===== config.mk =====
export PLATFORM = sky130hd
export DESIGN_NAME = peer_choke_scheduler
export DESIGN_NICKNAME = d
export VERILOG_FILES = /design/src/sv/pcs_pkg.sv /design/src/sv/peer_choke_scheduler.sv /design/src/sv/pcs_ctrl.sv /design/src/sv/pcs_dp.sv
export SDC_FILE = /design/constraint.sdc
export NUM_CORES = 1
export LEC_CHECK = 0
export BUFFER_PORTS_ARGS = -buffer_cell sky130_fd_sc_hd__buf_4
export CORE_UTILIZATION = 55
export DETAILED_ROUTE_END_ITERATION = 10
export GPL_TIMING_DRIVEN = 1
export PLACE_DENSITY = 0.74
export SLEW_MARGIN = 20
export SYNTH_ARGS = -nofsm -noshare
export SYNTH_HDL_FRONTEND = slang
export SYNTH_SLANG_ARGS = --single-unit

===== constraint.sdc =====
create_clock -name clk_i -period 8.7 [get_ports clk_i]
set_input_delay 1.305 -clock clk_i [delete_from_list [all_inputs] [get_ports clk_i]]
set_output_delay 1.305 -clock clk_i [all_outputs]
set_load 0.05 [all_outputs]

===== src/sv/pcs_pkg.sv =====
// ----------------------------------------------------------------------------
// Peer choke scheduler package
// Shared widths, codes, controller states and the command and status bundles
// that pass between the controller and the datapath.
// ----------------------------------------------------------------------------
package pcs_pkg;

  localparam int PeerCount = 16;
  localparam int IdxW      = 4;
  localparam int RatingW   = 32;
  localparam int SlotW     = 5;
  localparam int RndW      = 16;
  localparam int OpW       = 3;
  localparam int RndBitW   = 4;

  localparam logic [SlotW-1:0] SlotsReset = 5'd4;

  typedef logic [OpW-1:0] op_t;

  localparam op_t OpSetRating     = 3'd0;
  localparam op_t OpInterested    = 3'd1;
  localparam op_t OpNotInterested = 3'd2;
  localparam op_t OpUnregister    = 3'd3;
  localparam op_t OpFullRound     = 3'd4;

  localparam logic ActUnchoke = 1'b0;
  localparam logic ActChoke   = 1'b1;

  typedef enum logic [3:0] {
    ST_IDLE,
    ST_LOAD,
    ST_PART,
    ST_RK_NEXT,
    ST_RK_CAP,
    ST_RK_CMP,
    ST_DIV_INIT,
    ST_DIV,
    ST_PICK,
    ST_PREP,
    ST_EMIT
  } state_e;

  typedef struct packed {
    logic capture;
    logic load;
    logic part;
    logic rk_start;
    logic rk_cap;
    logic rk_cmp;
    logic div_init;
    logic div_step;
    logic pick_step;
    logic prep;
    logic emit;
  } cmd_t;

  typedef struct packed {
    logic op_full;
    logic full_trivial;
    logic need_partial;
    logic part_go;
    logic todo_empty;
    logic rk_last;
    logic div_done;
    logic pick_done;
    logic msgs_none;
    logic emit_last;
    logic out_free;
  } sts_t;

endpackage


===== src/sv/peer_choke_scheduler.sv =====
// ----------------------------------------------------------------------------
// Peer choke scheduler
// Upload slot scheduler: keeps a peer table and emits choke and unchoke words.
// ----------------------------------------------------------------------------
// Events enter on the in channel (valid/ready) and are handled one at a time.
// Each resulting choke or unchoke message leaves on the out channel as one
// word, with last set on the final word of an event; events that cause no
// message give no word. The slot count is written through upload_slots_we_i;
// the user must write it only while the block is idle, as the block itself
// does not enforce this. A round ranks each peer in its candidate set against
// the other members of that set, one rating memory read per cycle. A full
// round with more interested peers than a nonzero slot count then reduces the
// random pick modulo the candidate count and makes the optimistic pick.
// Words then leave at one per cycle while the receiver takes them.
// A stalled receiver holds the current word in the output register and the
// scheduler waits; the next event is taken once the last word is loaded.
// Reset clears all ratings and interest, chokes every peer and sets the slot
// count to four.
module peer_choke_scheduler import pcs_pkg::*; (
  input  logic               clk_i,
  input  logic               rst_ni,
  input  logic               in_valid_i,
  output logic               in_ready_o,
  input  logic [OpW-1:0]     op_i,
  input  logic [IdxW-1:0]    peer_index_i,
  input  logic [RatingW-1:0] rating_value_i,
  input  logic [RndW-1:0]    random_pick_i,
  output logic               out_valid_o,
  input  logic               out_ready_i,
  output logic [IdxW-1:0]    target_peer_o,
  output logic               action_o,
  output logic               last_o,
  input  logic               upload_slots_we_i,
  input  logic [SlotW-1:0]   upload_slots_i
);

  cmd_t cmd;
  sts_t sts;

  pcs_ctrl u_ctrl (
    .clk_i      (clk_i),
    .rst_ni     (rst_ni),
    .in_valid_i (in_valid_i),
    .in_ready_o (in_ready_o),
    .sts_i      (sts),
    .cmd_o      (cmd)
  );

  pcs_dp u_dp (
    .clk_i             (clk_i),
    .rst_ni            (rst_ni),
    .op_i              (op_i),
    .peer_index_i      (peer_index_i),
    .rating_value_i    (rating_value_i),
    .random_pick_i     (random_pick_i),
    .upload_slots_we_i (upload_slots_we_i),
    .upload_slots_i    (upload_slots_i),
    .out_ready_i       (out_ready_i),
    .out_valid_o       (out_valid_o),
    .target_peer_o     (target_peer_o),
    .action_o          (action_o),
    .last_o            (last_o),
    .cmd_i             (cmd),
    .sts_o             (sts)
  );

endmodule


===== src/sv/pcs_ctrl.sv =====
// ----------------------------------------------------------------------------
// Peer choke scheduler controller
// Sequences event handling, ranking passes, the optimistic pick and the
// emission of choke and unchoke words.
// ----------------------------------------------------------------------------
module pcs_ctrl import pcs_pkg::*; (
  input  logic clk_i,
  input  logic rst_ni,
  input  logic in_valid_i,
  output logic in_ready_o,
  input  sts_t sts_i,
  output cmd_t cmd_o
);

  state_e state_q, state_d;

  always_ff @(posedge clk_i or negedge rst_ni) begin
    if (!rst_ni) begin
      state_q <= ST_IDLE;
    end else begin
      state_q <= state_d;
    end
  end

  always_comb begin
    state_d    = state_q;
    cmd_o      = '0;
    in_ready_o = 1'b0;
    case (state_q)
      ST_IDLE: begin
        in_ready_o = 1'b1;
        if (in_valid_i) begin
          cmd_o.capture = 1'b1;
          state_d       = ST_LOAD;
        end
      end
      ST_LOAD: begin
        cmd_o.load = 1'b1;
        if (sts_i.op_full) begin
          state_d = sts_i.full_trivial ? ST_PREP : ST_RK_NEXT;
        end else if (sts_i.need_partial) begin
          state_d = ST_PART;
        end else begin
          state_d = ST_IDLE;
        end
      end
      ST_PART: begin
        if (sts_i.part_go) begin
          cmd_o.part = 1'b1;
          state_d    = ST_RK_NEXT;
        end else begin
          state_d = ST_IDLE;
        end
      end
      ST_RK_NEXT: begin
        if (sts_i.todo_empty) begin
          state_d = sts_i.op_full ? ST_DIV_INIT : ST_PREP;
        end else begin
          cmd_o.rk_start = 1'b1;
          state_d        = ST_RK_CAP;
        end
      end
      ST_RK_CAP: begin
        cmd_o.rk_cap = 1'b1;
        state_d      = ST_RK_CMP;
      end
      ST_RK_CMP: begin
        cmd_o.rk_cmp = 1'b1;
        if (sts_i.rk_last) begin
          state_d = ST_RK_NEXT;
        end
      end
      ST_DIV_INIT: begin
        cmd_o.div_init = 1'b1;
        state_d        = ST_DIV;
      end
      ST_DIV: begin
        cmd_o.div_step = 1'b1;
        if (sts_i.div_done) begin
          state_d = ST_PICK;
        end
      end
      ST_PICK: begin
        cmd_o.pick_step = 1'b1;
        if (sts_i.pick_done) begin
          state_d = ST_PREP;
        end
      end
      ST_PREP: begin
        cmd_o.prep = 1'b1;
        state_d    = sts_i.msgs_none ? ST_IDLE : ST_EMIT;
      end
      ST_EMIT: begin
        if (sts_i.out_free) begin
          cmd_o.emit = 1'b1;
          if (sts_i.emit_last) begin
            state_d = ST_IDLE;
          end
        end
      end
      default: begin
        state_d = ST_IDLE;
      end
    endcase
  end

endmodule


===== src/sv/pcs_dp.sv =====
// ----------------------------------------------------------------------------
// Peer choke scheduler datapath
// Peer table, rating memory, rank comparator, modulo unit, optimistic pick
// and the output word register.
// ----------------------------------------------------------------------------
module pcs_dp import pcs_pkg::*; (
  input  logic                 clk_i,
  input  logic                 rst_ni,
  input  logic [OpW-1:0]       op_i,
  input  logic [IdxW-1:0]      peer_index_i,
  input  logic [RatingW-1:0]   rating_value_i,
  input  logic [RndW-1:0]      random_pick_i,
  input  logic                 upload_slots_we_i,
  input  logic [SlotW-1:0]     upload_slots_i,
  input  logic                 out_ready_i,
  output logic                 out_valid_o,
  output logic [IdxW-1:0]      target_peer_o,
  output logic                 action_o,
  output logic                 last_o,
  input  cmd_t                 cmd_i,
  output sts_t                 sts_o
);

  function automatic logic [SlotW-1:0] popcnt(input logic [PeerCount-1:0] v);
    logic [SlotW-1:0] c;
    c = '0;
    for (int i = 0; i < PeerCount; i++) begin
      c = c + {{(SlotW-1){1'b0}}, v[i]};
    end
    return c;
  endfunction

  function automatic logic [IdxW-1:0] lowest(input logic [PeerCount-1:0] v);
    logic [IdxW-1:0] r;
    r = '0;
    for (int i = PeerCount - 1; i >= 0; i--) begin
      if (v[i]) begin
        r = IdxW'(i);
      end
    end
    return r;
  endfunction

  logic [RatingW-1:0]   rating_mem [PeerCount];
  logic [PeerCount-1:0] rating_vld_q;
  logic [PeerCount-1:0] interested_q, choked_q;
  logic [SlotW-1:0]     count_q, slots_q;
  op_t                  op_q;
  logic [IdxW-1:0]      idx_q;
  logic [RatingW-1:0]   rating_q;
  logic [RndW-1:0]      rnd_q;
  logic [PeerCount-1:0] set_q, todo_q, sel_q, cm_q, unch_q, chk_q;
  logic [SlotW-1:0]     k_q, cnt_q, rank_q, rem_q, d_q;
  logic [IdxW-1:0]      p_q, jr_q;
  logic [SlotW-1:0]     j_q;
  logic [RatingW-1:0]   pr_q, rd_q;
  logic [RndBitW-1:0]   dbit_q;
  logic                 out_valid_q;
  logic [IdxW-1:0]      target_q;
  logic                 action_q, last_q;

  logic [IdxW-1:0]      rd_addr, p_next, pick_low, emit_idx;
  logic                 mem_we;
  logic [RatingW-1:0]   mem_wdata;
  logic [SlotW-1:0]     cnt_all, m_cand, free_slots, k_part, nch, rank_nx;
  logic [PeerCount-1:0] cand, rest, rest_ch, unch_nx, chk_nx, unch_rem, chk_rem;
  logic                 beat, rk_last, emit_unch;
  logic [SlotW:0]       r6;

  assign cnt_all    = popcnt(interested_q);
  assign cand       = interested_q & choked_q;
  assign m_cand     = popcnt(cand);
  assign free_slots = slots_q - count_q;
  assign k_part     = (free_slots < m_cand) ? free_slots : m_cand;
  assign p_next     = lowest(todo_q);
  assign rd_addr    = cmd_i.rk_start ? p_next : j_q[IdxW-1:0];
  assign mem_we     = cmd_i.load &&
                      (op_q == OpSetRating || op_q == OpUnregister);
  assign mem_wdata  = (op_q == OpSetRating) ? rating_q : '0;

  assign beat = set_q[jr_q] && (jr_q != p_q) &&
                ((rd_q < pr_q) || ((rd_q == pr_q) && (jr_q < p_q)));
  assign rank_nx = rank_q + {{(SlotW-1){1'b0}}, beat};
  assign rk_last = (j_q == SlotW'(PeerCount));

  assign rest    = interested_q & ~sel_q;
  assign rest_ch = rest & choked_q;
  assign nch     = popcnt(rest_ch);
  assign r6      = {rem_q, rnd_q[dbit_q]};
  assign pick_low = lowest(cm_q);

  assign unch_nx = interested_q & sel_q & choked_q;
  assign chk_nx  = (op_q == OpFullRound) ? (interested_q & ~sel_q & ~choked_q) : '0;

  assign emit_unch = (unch_q != '0);
  assign emit_idx  = emit_unch ? lowest(unch_q) : lowest(chk_q);
  always_comb begin
    unch_rem = unch_q;
    chk_rem  = chk_q;
    if (emit_unch) begin
      unch_rem[emit_idx] = 1'b0;
    end else begin
      chk_rem[emit_idx] = 1'b0;
    end
  end

  always_comb begin
    sts_o              = '0;
    sts_o.op_full      = (op_q == OpFullRound);
    sts_o.full_trivial = (cnt_all <= slots_q) || (slots_q == '0);
    sts_o.need_partial = (op_q == OpInterested) ||
                         (((op_q == OpNotInterested) || (op_q == OpUnregister)) &&
                          !choked_q[idx_q]);
    sts_o.part_go      = (count_q < slots_q) && (m_cand != '0);
    sts_o.todo_empty   = (todo_q == '0);
    sts_o.rk_last      = rk_last;
    sts_o.div_done     = (dbit_q == '0);
    sts_o.pick_done    = (rem_q == '0);
    sts_o.msgs_none    = (unch_nx == '0) && (chk_nx == '0);
    sts_o.emit_last    = (unch_rem == '0) && (chk_rem == '0);
    sts_o.out_free     = !out_valid_q || out_ready_i;
  end

  always_ff @(posedge clk_i) begin
    if (mem_we) begin
      rating_mem[idx_q] <= mem_wdata;
    end
    rd_q <= rating_vld_q[rd_addr] ? rating_mem[rd_addr] : '0;
    jr_q <= rd_addr;
  end

  always_ff @(posedge clk_i or negedge rst_ni) begin
    if (!rst_ni) begin
      rating_vld_q <= '0;
      interested_q <= '0;
      choked_q     <= '1;
      count_q      <= '0;
      slots_q      <= SlotsReset;
      out_valid_q  <= 1'b0;
    end else begin
      if (upload_slots_we_i) begin
        slots_q <= upload_slots_i;
      end
      if (mem_we) begin
        rating_vld_q[idx_q] <= 1'b1;
      end
      if (cmd_i.load) begin
        case (op_q)
          OpInterested: begin
            interested_q[idx_q] <= 1'b1;
          end
          OpNotInterested: begin
            interested_q[idx_q] <= 1'b0;
            if (!choked_q[idx_q] && count_q != '0) begin
              count_q <= count_q - 5'd1;
            end
          end
          OpUnregister: begin
            interested_q[idx_q] <= 1'b0;
            if (!choked_q[idx_q]) begin
              choked_q[idx_q] <= 1'b1;
              if (count_q != '0) begin
                count_q <= count_q - 5'd1;
              end
            end
          end
          OpFullRound: begin
            count_q <= (cnt_all < slots_q) ? cnt_all : slots_q;
          end
          default: begin
          end
        endcase
      end
      if (cmd_i.part) begin
        count_q <= count_q + k_part;
      end
      if (cmd_i.emit) begin
        choked_q[emit_idx] <= !emit_unch;
        out_valid_q        <= 1'b1;
      end else if (out_ready_i) begin
        out_valid_q <= 1'b0;
      end
    end
  end

  always_ff @(posedge clk_i) begin
    if (cmd_i.capture) begin
      op_q     <= op_i;
      idx_q    <= peer_index_i;
      rating_q <= rating_value_i;
      rnd_q    <= random_pick_i;
    end
    if (cmd_i.load && op_q == OpFullRound) begin
      cnt_q  <= cnt_all;
      set_q  <= interested_q;
      todo_q <= sts_o.full_trivial ? '0 : interested_q;
      sel_q  <= (cnt_all <= slots_q) ? interested_q : '0;
      k_q    <= slots_q - 5'd1;
    end
    if (cmd_i.part) begin
      set_q  <= cand;
      todo_q <= cand;
      sel_q  <= '0;
      k_q    <= k_part;
    end
    if (cmd_i.rk_start) begin
      p_q            <= p_next;
      todo_q[p_next] <= 1'b0;
      j_q            <= '0;
      rank_q         <= '0;
    end
    if (cmd_i.rk_cap) begin
      pr_q <= rd_q;
      j_q  <= j_q + 5'd1;
    end
    if (cmd_i.rk_cmp) begin
      j_q    <= j_q + 5'd1;
      rank_q <= rank_nx;
      if (rk_last) begin
        sel_q[p_q] <= (rank_nx < k_q);
      end
    end
    if (cmd_i.div_init) begin
      cm_q   <= (nch != '0) ? rest_ch : rest;
      d_q    <= (nch != '0) ? nch : (cnt_q - k_q);
      rem_q  <= '0;
      dbit_q <= RndBitW'(RndW - 1);
    end
    if (cmd_i.div_step) begin
      rem_q  <= (r6 >= {1'b0, d_q}) ? SlotW'(r6 - {1'b0, d_q}) : r6[SlotW-1:0];
      dbit_q <= dbit_q - 4'd1;
    end
    if (cmd_i.pick_step) begin
      if (rem_q == '0) begin
        sel_q[pick_low] <= 1'b1;
      end else begin
        cm_q[pick_low] <= 1'b0;
        rem_q          <= rem_q - 5'd1;
      end
    end
    if (cmd_i.prep) begin
      unch_q <= unch_nx;
      chk_q  <= chk_nx;
    end
    if (cmd_i.emit) begin
      unch_q   <= unch_rem;
      chk_q    <= chk_rem;
      target_q <= emit_idx;
      action_q <= emit_unch ? ActUnchoke : ActChoke;
      last_q   <= sts_o.emit_last;
    end
  end

  assign out_valid_o   = out_valid_q;
  assign target_peer_o = target_q;
  assign action_o      = action_q;
  assign last_o        = last_q;

endmodule


Word-level counts from Yosys, hierarchy flattened

Memories as Yosys holds them, arrays and structs flattened. A register that Yosys moved wholly into a read port is not among the register bits.
Index checks and enable logic that the tools add are counted.

Logic and storage cells: 379
Memories: 1
Memory bits (writable): 512
Bits in latches: 0
Flip-flop bits (word level): 294
Bits in read-only memories: 0
Output and inout port bits: 8

Memories:

| memory          | depth | width | read ports | clocked after Yosys merged registers in | wr ports | line         | source |
|---|---|---|---|---|---|---|---|
| u_dp.rating_mem | 16    | 32    | 1          | 1                                       | 1        | pcs_dp.sv:44 | `logic [RatingW-1:0] rating_mem [PeerCount];` |

Reductions and logical operators: 52
$lt $le $gt $ge: 21
Equality and inequality tests: 26
Bitwise gates (word level): 21
Multiplexer cells: 173
Shifts and indexed selects: 0
Div/mod/pow operators: 0
Add/sub/neg operators: 55
Multipliers: 0

Operators with widths:

| cell                                                                          | number |
|---|---|
| 16-bit two-way mux                                                            | 28 |
| 4-bit two-way mux                                                             | 79 |
| 5-bit by 1-bit adder with 5-bit output                                        | 43 |
| 16-bit bitwise AND                                                            | 11 |
| 16-bit inverter                                                               | 6 |
| 5-bit two-way mux                                                             | 19 |
| 16-bit logical NOT                                                            | 5 |
| 16-bit bitwise OR                                                             | 4 |
| 4-bit one-hot mux with 11 select lines                                        | 1 |
| 4-bit by 5-bit less-than comparator with 1-bit output (second input constant) | 8 |
| 16-bit bitwise mux                                                            | 2 |
| 32-bit equality test                                                          | 1 |
| 32-bit less-than comparator                                                   | 1 |
| 32-bit two-way mux                                                            | 1 |
| 16-bit one-hot mux with 2 select lines                                        | 1 |
| 1-bit two-way mux                                                             | 30 |
| 1-bit demux with 4-bit select                                                 | 5 |
| 4-bit by 1-bit >= comparator with 1-bit output (second input constant)        | 5 |
| 5-bit less-than comparator                                                    | 4 |
| 1-bit binary-select mux with 4-bit select                                     | 4 |
| 4-bit by 3-bit equality test with 1-bit output (second input constant)        | 4 |
| 16-bit nonzero test                                                           | 1 |
| 1-bit logical AND                                                             | 15 |
| 5-bit one-hot mux with 3 select lines                                         | 1 |
| 34 further kinds                                                              | 69 |

Longest topological paths before layout

Word-level depth: 29
Depth in mapped cells: 26
Mapped depth without buffers: 26

Modules after synthesis

From an unflattened synthesis, not the netlist that was laid out.

Cell total of the unflattened synthesis: 2761
Area, all modules: 38045.2 sq um

By module, submodules not included:

| module   | cells an instance | times used | area each (sq um) |
|---|---|---|---|
| pcs_dp   | 2689              | 1          | 37508.5 |
| pcs_ctrl | 72                | 1          | 536.8 |

Worst setup path before layout

OpenSTA, ideal clock, no wires.

Path kind: reg2reg
Start point: register u_dp.choked_q[0]
End point: register u_dp.count_q[4]
Clock period less this slack: 6.980 ns
Library setup time: 0.124 ns
Slack: 1.720 ns
Stages on the path, launching flop included: 26
Arrival time: 6.857 ns
Data required time: 8.576 ns
Path through: dfstp_2 > and2_1 > ha_1 > inv_1 > fa_1 > fa_1 > fa_1 > inv_1 > fa_1 > fa_1 > inv_1 > fa_1 > ha_1 > a21boi_0 > o21ai_0 > nand2b_1 > maj3_1 > a21oi_1 > a21oi_1 > ha_1 > fa_1 > a21o_1 > a21oi_1 > xnor2_1 > o32ai_1 > o21bai_1

Word-level cells in the longest chain between the ends: 22
Elaborated cells on any way between the ends: 34
Those cells by class: add/sub: 16; order compare: 1; eq/ne: 3; mux: 6; bitwise: 1; reduce/logical: 7

RTL lines:

| what                                                                                            | line          | source |
|---|---|---|
| from (decl)                                                                                     | pcs_dp.sv:46  | `logic [PeerCount-1:0] interested_q, choked_q;` |
| from (signal, indexed assignment)                                                               | pcs_dp.sv:178 | `choked_q[emit_idx] <= !emit_unch;` |
| parallel branches: the longest is 22 deep, another holds 5-bit by 1-bit adder with 5-bit output | n/a           |  |
| to (signal assigned)                                                                            | pcs_dp.sv:155 | `count_q <= count_q - 5'd1;` |
| to (signal assigned)                                                                            | pcs_dp.sv:163 | `count_q <= count_q - 5'd1;` |
| to (signal assigned)                                                                            | pcs_dp.sv:168 | `count_q <= (cnt_all < slots_q) ? cnt_all : slots_q;` |
| to (decl)                                                                                       | pcs_dp.sv:47  | `logic [SlotW-1:0] count_q, slots_q;` |

Several ways; the timed one is not identified. The select of a mux whose other input is x is not followed.
A chain may end at the register's enable or synchronous reset.

Final worst setup path

Start point: register u_dp.choked_q[1]
End point: register u_dp.count_q[4]

Same word-level chain as after synthesis.

==> out/qor.txt <==
worst path required time -> 9.21 ns
CTS Buf Count -> 86
initial core utilization -> 56.0%
hold crit path type -> reg2reg
RSZ-0062 raised after global routing -> no
CTS root buffer -> clkbuf_16
Setup Total Neg Slack -> 0 ns
clock share of power -> 28.2%
slowest stage cell, crit path -> dfstp_2
TritonRoute pass-1 iters -> 6
total number of vias -> 25809
Die Width -> 265 um
GPL Wtd Cong -> 1.02
post-CTS setup buffer count -> 0
vias in the first global route -> 25714
Adder-Cell Fraction of Synth Area -> 4.79%
initial antenna violation count -> 1
Combinational Power Share -> 32.0%
Simple-Gate Fraction of Synth Area -> 12.8%
Net Switching -> 4.86 mW
hold violation total from the final report -> 0
XOR/XNOR Fraction of Synth Area -> 0.738%
Nets -> 3289
Primary FF master, synth -> edfxtp_1
port buffer count -> 72
Max FO, Critical Path -> 8
commonest non-fill, non-tap cells in the layout -> edfxtp_1 (686), nand2_1 (377), nor2_1 (338), inv_1 (140), o21ai_0 (133)
CP delay by family, top -> adder cells
post-synthesis sequential area ratio -> 63.2%
worst-margin pin slew -> 1.25 ns
CTS clk-pin slew, worst paths -> 0.06 ns
routed len/inst -> 25.8 um
Cells after Synth -> 3045
post-detail-place hpwl -> 64000 um
Finished Core Util -> 62.7%
die area -> 70100 um^2
1st-iter DRT viols -> 3061
first-pass GRT wire length -> 157000 um
largest family of logic cells by synthesized area -> simple AND/OR/NAND/NOR gates
maximum VDD drop -> 0.284 mV
Synth Register Bits -> 838
Cell Rows -> 95
htree depth -> 3
# hold bufs at CTS -> 0
Synthesized Nets -> 3234
largest net degree at the start of global routing -> 86
most common cell after layout, fill and taps aside -> edfxtp_1
fin crit share -> 86.8%
Critical Path End Type -> flop
CP Buf/Inv Count -> 3
Leak -> 15.7 nW
Sinks on Clock Net -> 838
GRT Total Usage -> 29.9%
CP dominant cell by count -> fa_1
CTS resizes -> 0
clock skew -> 0.0315 ns
post-synthesis mux area share -> 5.24%
Worst Setup Start Kind -> flop
DR vias/cell -> 6.38
GRT Residual Overflow -> 0
internal power -> 8.67 mW
Slew Limit Headroom -> 15.7%
PwrDens -> 319 nW/um^2
fin cells -> 4044
total wire length -> 105000 um
Net Sw Frac -> 35.9%
fraction of layout cells with a size suffix above 1 -> 13.1%
Flop pwr share -> 39.8%
clock latency on the worst-skew pair -> 0.65 ns
Final Setup Violations -> 0
Netlist cell types -> 85
async set or reset register ratio after synthesis -> 7.52%
core box area -> 67800 um^2
max-cap viol count -> 0
Tmin final -> 7.55 ns
fillers -> 5015
CP max stage delay -> 0.60 ns
Placed Cells -> 3885
CP arrival -> 8.06 ns
CTS tree -> built
Synth Area per Inst -> 12.5 um^2
P&R area growth vs syn -> 11.8%
clock buffer depth -> 3
highest clock rate -> 0.132 GHz
YS warnings -> 0
Vert. Die Dim -> 265 um
ant diodes -> 0
status -> complete, no violations
Max Transition Viols Final -> 0
Ports -> 73
Setup Crit Path Kind -> reg2reg
ANT nets after route -> 0
EDFF count, synth -> 686
Compound-Gate Fraction of Synth Area -> 10.2%
DRC viols -> 0
Syn Std Cell Area -> 38000 um^2
path summary, 6_finish.rpt:
check / startpoint / end / slack, ns / depth (start not counted)
max: u_dp.choked_q[1]$_DFF_PN1_ / u_dp.count_q[4]$_DFFE_PN0P_ / 1.15 / 25
min: u_dp.rd_q[31]$_SDFF_PN0_ / u_dp.pr_q[31]$_DFFE_PP_ / 0.44 / 0
max reg2reg: u_dp.choked_q[1]$_DFF_PN1_ / u_dp.count_q[4]$_DFFE_PN0P_ / 1.15 / 25
min reg2reg: u_dp.rd_q[31]$_SDFF_PN0_ / u_dp.pr_q[31]$_DFFE_PP_ / 0.44 / 0
max in group asynchronous: rst_ni / u_ctrl.state_q[1]$_DFFE_PN0P_ / 7.26 / 1
min in group asynchronous: rst_ni / asynchronous set/reset pin / 0.81 / 1
logic make-up (layout without fill, tap and decap cells):
group           Yosys count  after routing
simple gates           1070           1070
mux                     100            100
flops                   838            838
xor+xnor                 32             32
fa+ha+maj               125            125
buf+inv                 291            417
compound gates          589            589
power by group through the flow:
stage	logic, mW	registers [mW]	clock network (mW)
2_1_floorplan	3.02	5.25	0
3_3_place_gp	4.17	5.42	0
3_5_place_dp	4.27	5.44	0
4_1_cts	4.29	5.36	3.86
5_1_grt	4.75	5.42	4.01
6_report	4.34	5.38	3.82
flip-flops by register name (all words and copies together) (netlist names), 32 cells and up, named ones only:
signal and cells:
u_dp.rating_mem 512, u_dp.rating_q 32, u_dp.rd_q 32, u_dp.pr_q 32
per-stage QoR:
step                      hold slack [ns]  setup WS (ns)  instance area, um^2  total power [mW]
after global routing                0.447          0.752                42400              14.2
after detailed placement            0.423           1.19                39500              9.70
after floorplan                     0.408           1.72                38000              8.27
after global placement              0.428           1.21                39500              9.59
final                               0.438           1.15                42400              13.5
after CTS                           0.434           1.16                42400              13.5
per-layer routing:
metal | track usage [%] | part of all wire [%] | vias up
met3 | 4.56 | 7.9 | 244
met1 | 40.5 | 40 | 12837
met5 | 0 | 0 | -
met4 | 12.3 | 4.0 | 0
li1 | - | - | 11387
met2 | 48.8 | 48 | 1341
area by class of cell:
class,instances,area [um^2],share of cell area (%)
clock buffer,107,2280,5.37
clock inverter,52,666,1.57
inverter,146,561,1.32
multi-input combinational,1916,13000,30.7
sequential,838,24000,56.5
tap,873,1090,2.57
timing repair buffer,112,841,1.98
synth_stat cells (26+ instances only):
cell type  count  share of area (%)
nor3_1        31               0.41
o21ai_0      134                1.8
inv_1        141                1.4
nand4_1       26               0.43
dfxtp_1       89                4.7
nand2_1      377                3.7
nor2_1       355                3.5
a21o_1        33               0.65
ha_1          90                3.0
nor2b_1       35               0.58
fa_1          34                1.8
dfrtp_1       46                3.0
a31oi_1       80                1.3
a21oi_1      127                1.7
edfxtp_1     686                 54
o311a_1       33               0.87
nand3_1       70               0.92
and2_1        53               0.87
clkbuf_1      98               0.97
mux4_2        79                4.7
(Power assumes the default switching activity.)
